**src/hdl/scba_pkg.sv**
```systemverilog
// Package for the size-class block allocator.
// Types, codes and fixed widths shared by scba_decide and the top level; no dependencies.
package scba_pkg;

  localparam int NumClasses = 4;
  localparam int ClsW       = 2;
  localparam int SizeW      = 16;
  localparam int CntrW      = 32;
  localparam int CfgIdxW    = 3;
  localparam int CfgDataW   = 16;
  localparam int CountW     = 3;

  typedef enum logic [1:0] {
    ModeAcquire = 2'd0,
    ModeRelease = 2'd1,
    ModeStats   = 2'd2,
    ModeUnused  = 2'd3
  } mode_e;

  typedef enum logic [2:0] {
    StOk        = 3'd0,
    StDisabled  = 3'd1,
    StNoFit     = 3'd2,
    StExhausted = 3'd3,
    StBadClass  = 3'd4,
    StNoneOut   = 3'd5
  } status_e;

  localparam logic [CfgIdxW-1:0] CfgClassCount = 3'd0;
  localparam logic [CfgIdxW-1:0] CfgClassSize0 = 3'd1;
  localparam logic [CfgIdxW-1:0] CfgClassSize1 = 3'd2;
  localparam logic [CfgIdxW-1:0] CfgClassSize2 = 3'd3;
  localparam logic [CfgIdxW-1:0] CfgClassSize3 = 3'd4;

  typedef logic [SizeW-1:0] size_t;

  // Outcome of one word, handed from the decision logic to the state update.
  typedef struct packed {
    status_e         status;
    logic            rep;    // a class is reported
    logic [ClsW-1:0] cls;
    logic            pop;
    logic            push;
    logic            fail;
  } dec_t;

endpackage

```
**src/hdl/scba_decide.sv**
```systemverilog
// Per-word decision: class fit search, range checks and status selection.
// Depends on scba_pkg.
module scba_decide import scba_pkg::*; (
  input  mode_e              mode_i,
  input  logic [SizeW-1:0]   req_i,
  input  logic [ClsW-1:0]    cls_i,
  input  logic [CountW-1:0]  class_count_i,
  input  size_t              sizes_i [NumClasses],
  input  logic [NumClasses-1:0] full_i,
  input  logic [NumClasses-1:0] empty_i,
  output dec_t               dec_o
);

  logic [CountW-1:0]     n_act;
  logic [NumClasses-1:0] fit;
  logic [ClsW-1:0]       fit_cls;
  logic                  cls_bad;

  assign n_act   = (class_count_i > CountW'(NumClasses)) ? CountW'(NumClasses) : class_count_i;
  assign cls_bad = ({1'b0, cls_i} >= n_act);

  // all class compares in parallel, lowest fitting class wins
  always_comb begin
    fit     = '0;
    fit_cls = '0;
    for (int c = 0; c < NumClasses; c++) begin
      fit[c] = (CountW'(c) < n_act) && (sizes_i[c] >= req_i);
    end
    for (int c = NumClasses - 1; c >= 0; c--) begin
      if (fit[c]) begin
        fit_cls = ClsW'(c);
      end
    end
  end

  always_comb begin
    dec_o        = '0;
    dec_o.status = StDisabled;
    case (mode_i)
      ModeAcquire: begin
        if (n_act == '0 || req_i == '0) begin
          dec_o.status = StDisabled;
        end else if (fit == '0) begin
          dec_o.status = StNoFit;
        end else if (full_i[fit_cls]) begin
          dec_o.status = StExhausted;
          dec_o.rep    = 1'b1;
          dec_o.cls    = fit_cls;
          dec_o.fail   = 1'b1;
        end else begin
          dec_o.status = StOk;
          dec_o.rep    = 1'b1;
          dec_o.cls    = fit_cls;
          dec_o.pop    = 1'b1;
        end
      end
      ModeRelease: begin
        if (cls_bad) begin
          dec_o.status = StBadClass;
        end else if (empty_i[cls_i]) begin
          dec_o.status = StNoneOut;
          dec_o.rep    = 1'b1;
          dec_o.cls    = cls_i;
        end else begin
          dec_o.status = StOk;
          dec_o.rep    = 1'b1;
          dec_o.cls    = cls_i;
          dec_o.push   = 1'b1;
        end
      end
      ModeStats: begin
        if (cls_bad) begin
          dec_o.status = StBadClass;
        end else begin
          dec_o.status = StOk;
          dec_o.rep    = 1'b1;
          dec_o.cls    = cls_i;
        end
      end
      default: begin
        dec_o.status = StDisabled;
      end
    endcase
  end

endmodule

```
**config.mk**
```make
export PLATFORM = sky130hd
export DESIGN_NAME = scba_decide
export DESIGN_NICKNAME = d
export VERILOG_FILES = /design/src/hdl/scba_pkg.sv /design/src/hdl/scba_decide.sv
export SDC_FILE = /design/constraint.sdc
export NUM_CORES = 1
export LEC_CHECK = 0
export BUFFER_PORTS_ARGS = -buffer_cell sky130_fd_sc_hd__buf_2
export CAP_MARGIN = 20
export CORE_MARGIN = 2
export CORE_UTILIZATION = 48
export DETAILED_ROUTE_END_ITERATION = 8
export PLACE_DENSITY = 0.91
export SYNTH_ARGS = -nofsm -noshare
export SYNTH_HDL_FRONTEND = slang
export SYNTH_SLANG_ARGS = --single-unit
```
**constraint.sdc**
```tcl
create_clock -name vclk -period 2.4
set_input_delay 0.24 -clock vclk [all_inputs]
set_output_delay 0.24 -clock vclk [all_outputs]
set_load 0.05 [all_outputs]
```
==> run metrics, run 1 <==
status=finished with violations; failing checks=negative setup slack; DP Area=2800 um^2; pre-CTS WS=-0.447 ns; Die ar.=roughly 4400 um^2; met3 routed WL=around 750 um; crit-path cells=buf_6, ha_1, nand2b_1, a211oi_2, o211ai_1, a211oi_4, buf_4, o31ai_1, a211oi_1, buf_4, o21ai_4, buf_6; sequential share of power=0%; CP Class=primary input to primary output; element type at the critical path start=primary input; first-pass GRT wire length=around 12000 um; via count=2814; CTS hold repair buffers=0; Congestion Overflow GR=0; Mapped Cells=about 240; most common cell after layout, fill and taps aside=buf_2; crit share post-route=116%; post-route antenna net violation count=0; most frequent cells in the layout=buf_2 (89), ha_1 (54), buf_4 (36), ha_4 (16), buf_6 (15); switch share=between 50% and 60%; Synthesis Warnings=0; PortBufs=approximately 100; Pwr Density=around 240 nW/um^2; f_max=between 0.3 and 0.4 GHz; CP startpoint=req_i[0]; met2 wire length=around 4900 um; fin worst setup slack=-0.389 ns; seq_cells=0; switching power total=around 450 uW; Die Width=66.4 um; number of antenna diodes=0; clock share of power=0%; Pint=~380 uW; detailed-placement wirelength estimate=between 5000 and 6000 um; mean post-synth cell area=7.83 um^2; sequential fraction of the synthesis area=0%; gpl congestion=0.890; Filler cells=around 160; max-cap violations=0; count of cell types in the netlist=42; largest net degree at the start of global routing=7; number of global-route vias before repair=~2800; number of top-level pins=104; WL final=between 9000 and 10000 um; slowest CP cell=a211oi_4; initial antenna violation count=0; Total GRT Usage=between 30% and 40%; highest routed layer=met4; floorplan core area=roughly 3700 um^2; final setup fails=7; crit path capture=dec_o[6]; Buf/Inv on CP=4; P_leak=0.00162 uW; vias per cell=between 6 and 7; initial DRC count=226; Least-Margin Pin Slew=slightly above 0.6 ns; Syn Std Cell Area=about 1900 um^2; Avg WL per Cell=about 22 um; RSZ-0062 raised after global routing=yes; Final nets=about 550; Syn Nets=between 400 and 500; Reg area=0 um^2; # DRC=0; Hold Crit Class=primary input to primary output; fin area=roughly 3400 um^2; die span in y=about 66 um; clock buf count=0; worst IR drop on VDD=140 uV; Starting Density=50.3%; final hold vios=0; top fanout value on the critical path=5; # rows=22; area grow syn2layout=80.8%; share of layout cells above drive strength 1=56.8%; Crit path max-delay family=compound AO/OA/AOI/OAI gates; Arr. time, crit path=2.55 ns; CP Data Required Time=~2.2 ns; Comb pwr share=100.0%; CP peak stage delay=about 0.40 ns; wl on met1=between 3000 and 4000 um; Power, Total=about 830 uW; Max-slew headroom=59.3%; critical path depth in cells=12; crit end category=primary output; first-pass detailed-route iteration total=5; minimum clock period after layout=2.79 ns; Final Max Slew Viols=0
[worst min-delay path by stage]
| stage | depth (start not counted) | from | endpoint |
|---|---|---|---|
| 2_1_floorplan | 2 | cls_i[0] | dec_o[3] |
| 3_3_place_gp | 4 | cls_i[0] | dec_o[3] |
| 3_5_place_dp | 4 | cls_i[0] | dec_o[3] |
| 4_1_cts | 4 | cls_i[1] | dec_o[4] |
| 5_1_grt | 4 | cls_i[0] | dec_o[3] |
| 6_report | 4 | cls_i[0] | dec_o[3] |
[per-layer routing]
layer / vias up / GRT usage (%)
li1: 1207 / -
met1: 1307 / 34.0
met5: - / 0
met3: 81 / 4.60
met4: 0 / 18.1
met2: 219 / 74.8
[synthesized netlist by cell type (2+ instances only)]
library cell | count | area share, %
or3_1 | 3 | 1.0
nor4_1 | 5 | 1.7
o21ai_0 | 14 | 3.7
nor2_1 | 16 | 3.2
nor3b_1 | 3 | 1.2
a21o_1 | 3 | 1.2
o31ai_1 | 2 | 0.80
nand4_1 | 6 | 2.0
o211ai_1 | 3 | 1.2
nand2_1 | 14 | 2.8
a211oi_1 | 7 | 2.8
nor3_1 | 8 | 2.1
a21oi_2 | 2 | 0.94
nand3_1 | 3 | 0.80
nor2b_1 | 2 | 0.67
o21a_1 | 2 | 0.80
inv_1 | 26 | 5.2
nand2b_1 | 6 | 2.0
and4_1 | 2 | 0.94
ha_1 | 70 | 47
o21ai_1 | 2 | 0.54
a21oi_1 | 20 | 5.4
[logic make-up after synthesis]
kind of cell / Yosys count / share of synthesized area, %
adders and majority gates: 70 / 46.8
muxes: 1 / 1.20
buffers and inverters: 26 / 5.22
and+or+nand+nor: 70 / 19.5
AOI/OAI and AO/OA: 72 / 27.3
[per-stage QoR]
| stage | TNS (ns) | hold slack, ns | std cells | util, % |
|---|---|---|---|---|
| after floorplan | -0.105 | 0.678 | 239 | - |
| after global placement | -2.21 | 0.949 | 421 | 75.4 |
| after detailed placement | -2.60 | 0.953 | 421 | 75.4 |
| after CTS | -1.32 | 0.902 | 429 | 86.0 |
| after global routing | -2.61 | 0.933 | 430 | 91.0 |
| final | -2.09 | 0.901 | 430 | 91.0 |
[worst min-delay path: cells and delay by family]
| family | cells | cell delay [ns] |
|---|---|---|
| buffers and inverters | 2 | 0.27 |
| and+or+nand+nor | 1 | 0.09 |
| AOI/OAI and AO/OA | 1 | 0.06 |
[layout make-up]
type	instances	area, um^2	share of cell area [%]
repair buffers	143	930	27.5
multi-input cells	213	2260	66.9
inverters	26	129	3.81
well taps	48	60.1	1.78
[power by group through the flow]
stage / combinational, uW / sequential, uW / clock [uW]
floorplan: 347 / 0 / 0
global placement: 557 / 0 / 0
detailed placement: 584 / 0 / 0
CTS: 689 / 0 / 0
global route: 867 / 0 / 0
finish: 828 / 0 / 0
[repair_timing]
action | 4_1_cts | 5_1_grt
endpoints found under the setup margin | 7 | 7
gates resized for setup | 72 | 36
buffers inserted | 8 | 1
pin swaps | 34 | 14
(Power assumes the default switching activity.)
==> run 2: changes to the inputs <==
- CORE_ASPECT_RATIO: default -> 1.1
- CORE_UTILIZATION: 48 -> 40
- PLACE_DENSITY: 0.91 -> 0.78
- SLEW_MARGIN: default -> 20
==> run 2 against run 1 <==
Effect of this change: the run still ends with negative setup slack left; via count down 13%; maximum frequency increased by 5.1%; sequential share of layout area did not move; critical endpoint unchanged; global-route usage fell by 12 points; largest power group unchanged; non-clock buffer count up 4; first-iteration DRC count decreased by 54%.
==> run metrics, run 2 (same netlist as run 1, synthesis figures left out) <==
# rows=26; gpl congestion=about 0.86; pre-CTS WS=-0.447 ns; Final nets=about 550; Final Max Slew Viols=0; final setup fails=7; number of global-route vias before repair=approximately 2400; CP Class=primary input to primary output; area grow syn2layout=73.3%; number of top-level pins=approximately 100; number of antenna diodes=0; minimum clock period after layout=between 2 and 3 ns; clock buf count=0; Reg area=0 um^2; switching power total=roughly 370 uW; initial DRC count=105; CP Data Required Time=~2.2 ns; WL final=6840 um; Comb pwr share=between 90% and 100%; status=finished with violations; element type at the critical path start=primary input; initial antenna violation count=0; Max-slew headroom=between 60 and 70%; most frequent cells in the layout=buf_2 (91), ha_1 (64), buf_4 (41), inv_1 (17); Hold Crit Class=primary input to primary output; die span in y=roughly 76 um; Final Hold Slack=approximately 0.91 ns; most common cell after layout, fill and taps aside=buf_2; clock share of power=0%; share of layout cells above drive strength 1=51.3%; Avg WL per Cell=between 15 and 20 um; Pwr Density=220 nW/um^2; worst IR drop on VDD=112 uV; Pint=between 300 and 400 uW; sequential share of power=0%; final hold vios=0; Die Width=between 60 and 70 um; detailed-placement wirelength estimate=between 5000 and 6000 um; max-cap violations=0; switch share=51.9%; first-pass GRT wire length=between 10000 and 15000 um; Power, Total=713 uW; first-pass detailed-route iteration total=4; Least-Margin Pin Slew=approximately 0.50 ns; post-route antenna net violation count=0; Die ar.=between 5000 and 6000 um^2; DP Area=~2800 um^2; seq_cells=0; Arr. time, crit path=between 2 and 2.5 ns; fin worst setup slack=-0.254 ns; crit share post-route=111%; Starting Density=about 40%; via count=between 2000 and 2500; fin area=approximately 3200 um^2; vias per cell=roughly 5.5; floorplan core area=4590 um^2; PortBufs=104; crit end category=primary output; P_leak=around 0.0016 uW; RSZ-0062 raised after global routing=yes; Congestion Overflow GR=0; f_max=0.377 GHz; largest net degree at the start of global routing=7; CTS hold repair buffers=0; failing checks=negative setup slack; top fanout value on the critical path=6; Total GRT Usage=between 20 and 25%; # DRC=0
run 2: cell count changes in the layout (fill, tap and decap cells not counted), moves of 3 or more:
cell | before | now
o21ai_0 | 8 | 12
inv_1 | 13 | 17
nor3_2 | 0 | 3
ha_4 | 16 | 6
ha_1 | 54 | 64
nor2_1 | 12 | 15
buf_6 | 15 | 11
o21ai_2 | 4 | 1
buf_4 | 36 | 41
run 2: stage by stage:
stage,utilization (%),TNS [ns],std cells
after floorplan,-,-0.105,239
final,70.7,-1.51,442
after detailed placement,62.1,-2.55,434
after CTS,66.1,-1.40,438
after global routing,70.7,-2.08,442
after global placement,62.1,-2.25,434
run 2: worst paths after layout:
kind / start / endpoint / depth (start not counted)
worst max-delay path: req_i[4] / dec_o[6] / 12
worst min-delay path: cls_i[1] / dec_o[4] / 4
run 2: critical path, cell delays in order:
cell and delay, ns:
buf_8 0.09, inv_8 0.04, ha_4 0.15, or4_4 0.54, a21oi_4 0.16, o31ai_4 0.08
a211oi_4 0.36, a31o_1 0.20, o211ai_1 0.09, buf_4 0.17, o21ai_4 0.12, buf_6 0.17
run 2: power groups by stage:
| stage | Combinational [uW] | Sequential [uW] | Clock (uW) |
|---|---|---|---|
| global placement | 565 | 0 | 0 |
| finish | 713 | 0 | 0 |
| global route | 781 | 0 | 0 |
| detailed placement | 582 | 0 | 0 |
| floorplan | 347 | 0 | 0 |
| CTS | 641 | 0 | 0 |
run 2: repair_timing:
item,in CTS,in global routing
gates resized for setup,45,29
setup buffers,4,4
pin swaps,14,23
setup endpoints to repair,7,7
run 2: routing by layer:
metal	up-vias	wire (um)	GRT usage, %
li1	1214	-	-
met1	1127	2650	25.7
met2	90	3740	51.7
met3	9	345	2.91
met4	0	101	4.79
met5	-	0	0
run 2: layout make-up:
class                      count  area, um^2
multi-input combinational    213        2090
tap                           56        70.1
inverter                      26         128
timing repair buffer         147         952
fill                         363        1350
==> run 3: changes to the inputs <==
- ABC_AREA: default -> 1
- PLACE_DENSITY: 0.78 -> 0.77
- TNS_END_PERCENT: default -> 5
==> run 3 against run 2 <==
Effect of this change: the run now ends clean; count of clock-buffer cells in the layout is the same; setup slack gained 0.30 ns; largest cell class unchanged; combinational power is 6.9% lower; sequential share of layout area stayed put; critical endpoint is now dec_o[2]; critical path type unchanged; die area up 5.5%.
==> run metrics, run 3 <==
first-pass GRT wire length=approximately 9000 um; Final nets=587; most frequent cell after synthesis=nand2_1; post-route antenna net violation count=0; share of layout cells above drive strength 1=46.4%; final hold vios=0; busiest grt layer=met2; status=completed; Filler cells=about 380; pre-CTS WS=-0.0955 ns; Syn Nets=~480; CP Data Required Time=2.16 ns; proportion of synthesized area in mux cells=0%; sequential fraction of the synthesis area=0%; Least-Margin Pin Slew=0.470 ns; vias per cell=5.13; # rows=26; die span in y=around 78 um; floorplan core area=~4700 um^2; Mapped Cells=312; minimum clock period after layout=2.35 ns; detailed-placement wirelength estimate=4920 um; crit end category=primary output; mean post-synth cell area=between 6 and 7 um^2; crit-path cells=buf_4, inv_4, ha_1, a21oi_1, o21ai_1, nand2_1, nand2_1, nand2_1, nand3_2, nand2_4, nand3_4, inv_2, nand3_2, nand2_1, nand2_2, nor2_4, buf_8; Syn Std Cell Area=~2000 um^2; Total GRT Usage=between 15 and 20%; number of antenna diodes=0; fin worst setup slack=just under 0.05 ns; final setup fails=0; Max-slew headroom=around two thirds; gpl congestion=around 0.89; PortBufs=approximately 100; Crit path max-delay family=simple AND/OR/NAND/NOR gates; CP Class=primary input to primary output; top fanout value on the critical path=6; most common cell after layout, fill and taps aside=buf_2; synth top area cells=ha_1 (44%), nand2_1 (15%), inv_1 (10%), a21oi_1 (8.3%), nor2_1 (3.4%); element type at the critical path start=primary input; seq_cells=0; post-synthesis simple-gate area fraction=between 30% and 40%; post-synth top area share=44.2%; synthesized-area fraction occupied by xor and xnor cells=0%; count of cell types in the netlist=24; hold_sp=cls_i[0]; Starting Density=42.0%; Buf/Inv on CP=4; WL final=6280 um; Reg area=0 um^2; hold path depth=4; GR Layer Usage met3=2.34%; most frequent cells in the layout=buf_2 (88), nand2_1 (69), ha_1 (41), inv_1 (40), ha_4 (29); P_leak=roughly 0.0017 uW; RSZ-0062 raised after global routing=yes; CTS hold repair buffers=0; fin area=about 3200 um^2; area grow syn2layout=63.8%; adder and majority gate portion of the synthesized area=between 40% and 50%; GR Util met2=between 30% and 40%; largest family of logic cells by synthesized area=adder cells; Final Hold Slack=between 0.9 and 1 ns; most numerous cell on the critical path=nand2_1; largest net degree at the start of global routing=7; Synthesis Warnings=0; compound-gate portion of the synthesized area=around 15%; f_max=around 0.43 GHz; first-pass detailed-route iteration total=4; Fin Setup TNS=0 ns; # DRC=0; CP peak stage delay=between 0.3 and 0.4 ns; number of global-route vias before repair=around 2300; Hold Path End=dec_o[3]; via count=about 2400; slowest CP cell=ha_1; Die Width=71.1 um; Congestion Overflow GR=0; clock buf count=0; Final Max Slew Viols=0; critical path depth in cells=17; crit share post-route=just under 100%; max-cap violations=0; worst IR drop on VDD=roughly 94 uV; initial antenna violation count=0; commonest cells in the netlist=nand2_1 (79), ha_1 (70), inv_1 (55); Synth area leader=ha_1; Hold Crit Class=primary input to primary output; DP Area=between 2000 and 3000 um^2; Pwr Density=approximately 200 nW/um^2; grt met1 use=approximately 22%; Die ar.=5530 um^2; Avg WL per Cell=~13 um; number of top-level pins=roughly 100; Arr. time, crit path=~2.1 ns; initial DRC count=63; post-layout util=between 60% and 70%
[run 3: logic make-up after synthesis]
kind of cell,count (synthesis)
AO/OA/AOI/OAI,52
adder cells (fa/ha/maj),70
AND/OR/NAND/NOR,132
buffers and inverters,58
[run 3: how the worst max path moves through the flow]
stage	start	end	slack, ns
finish	req_i[3]	dec_o[2]	0.05
global route	req_i[3]	dec_o[2]	-0.13
CTS	req_i[15]	dec_o[6]	0.007
detailed placement	req_i[15]	dec_o[7]	-0.1
global placement	req_i[15]	dec_o[6]	-0.04
floorplan	req_i[15]	dec_o[4]	0.02
[run 3: stage by stage]
stage / total power (uW) / instances
2_1_floorplan: 332 / 312
3_3_place_gp: 487 / 476
3_5_place_dp: 504 / 476
4_1_cts: 515 / 476
5_1_grt: 745 / 476
6_report: 664 / 476
[run 3: timing repair]
action / CTS / global route
resized for setup: 11 / 126
setup buffers: 0 / 0
endpoints found under the setup margin: 4 / 7
pin swaps: 2 / 38
[run 3: cell type report]
cell class	instances	area [um^2]	share of cell area (%)
Multi-Input combinational cell	254	2240	69.1
Inverter	58	285	8.80
Timing Repair Buffer	108	647	19.9
Tap cell	56	70.1	2.16
[run 3: per-layer routing]
layer  vias to the layer above  part of all wire (%)
li1                       1268                     -
met1                      1076                    39
met2                        86                    54
met3                        10                   6.0
met4                         0                   1.4
met5                         -                     0
[run 3: power by group]
| part | total [uW] | internal [uW] | leakage [uW] | switching, uW |
|---|---|---|---|---|
| Clock | 0 | 0 | 0 | 0 |
| Sequential | 0 | 0 | 0 | 0 |
| Combinational | 664 | 294 | 0.00172 | 370 |
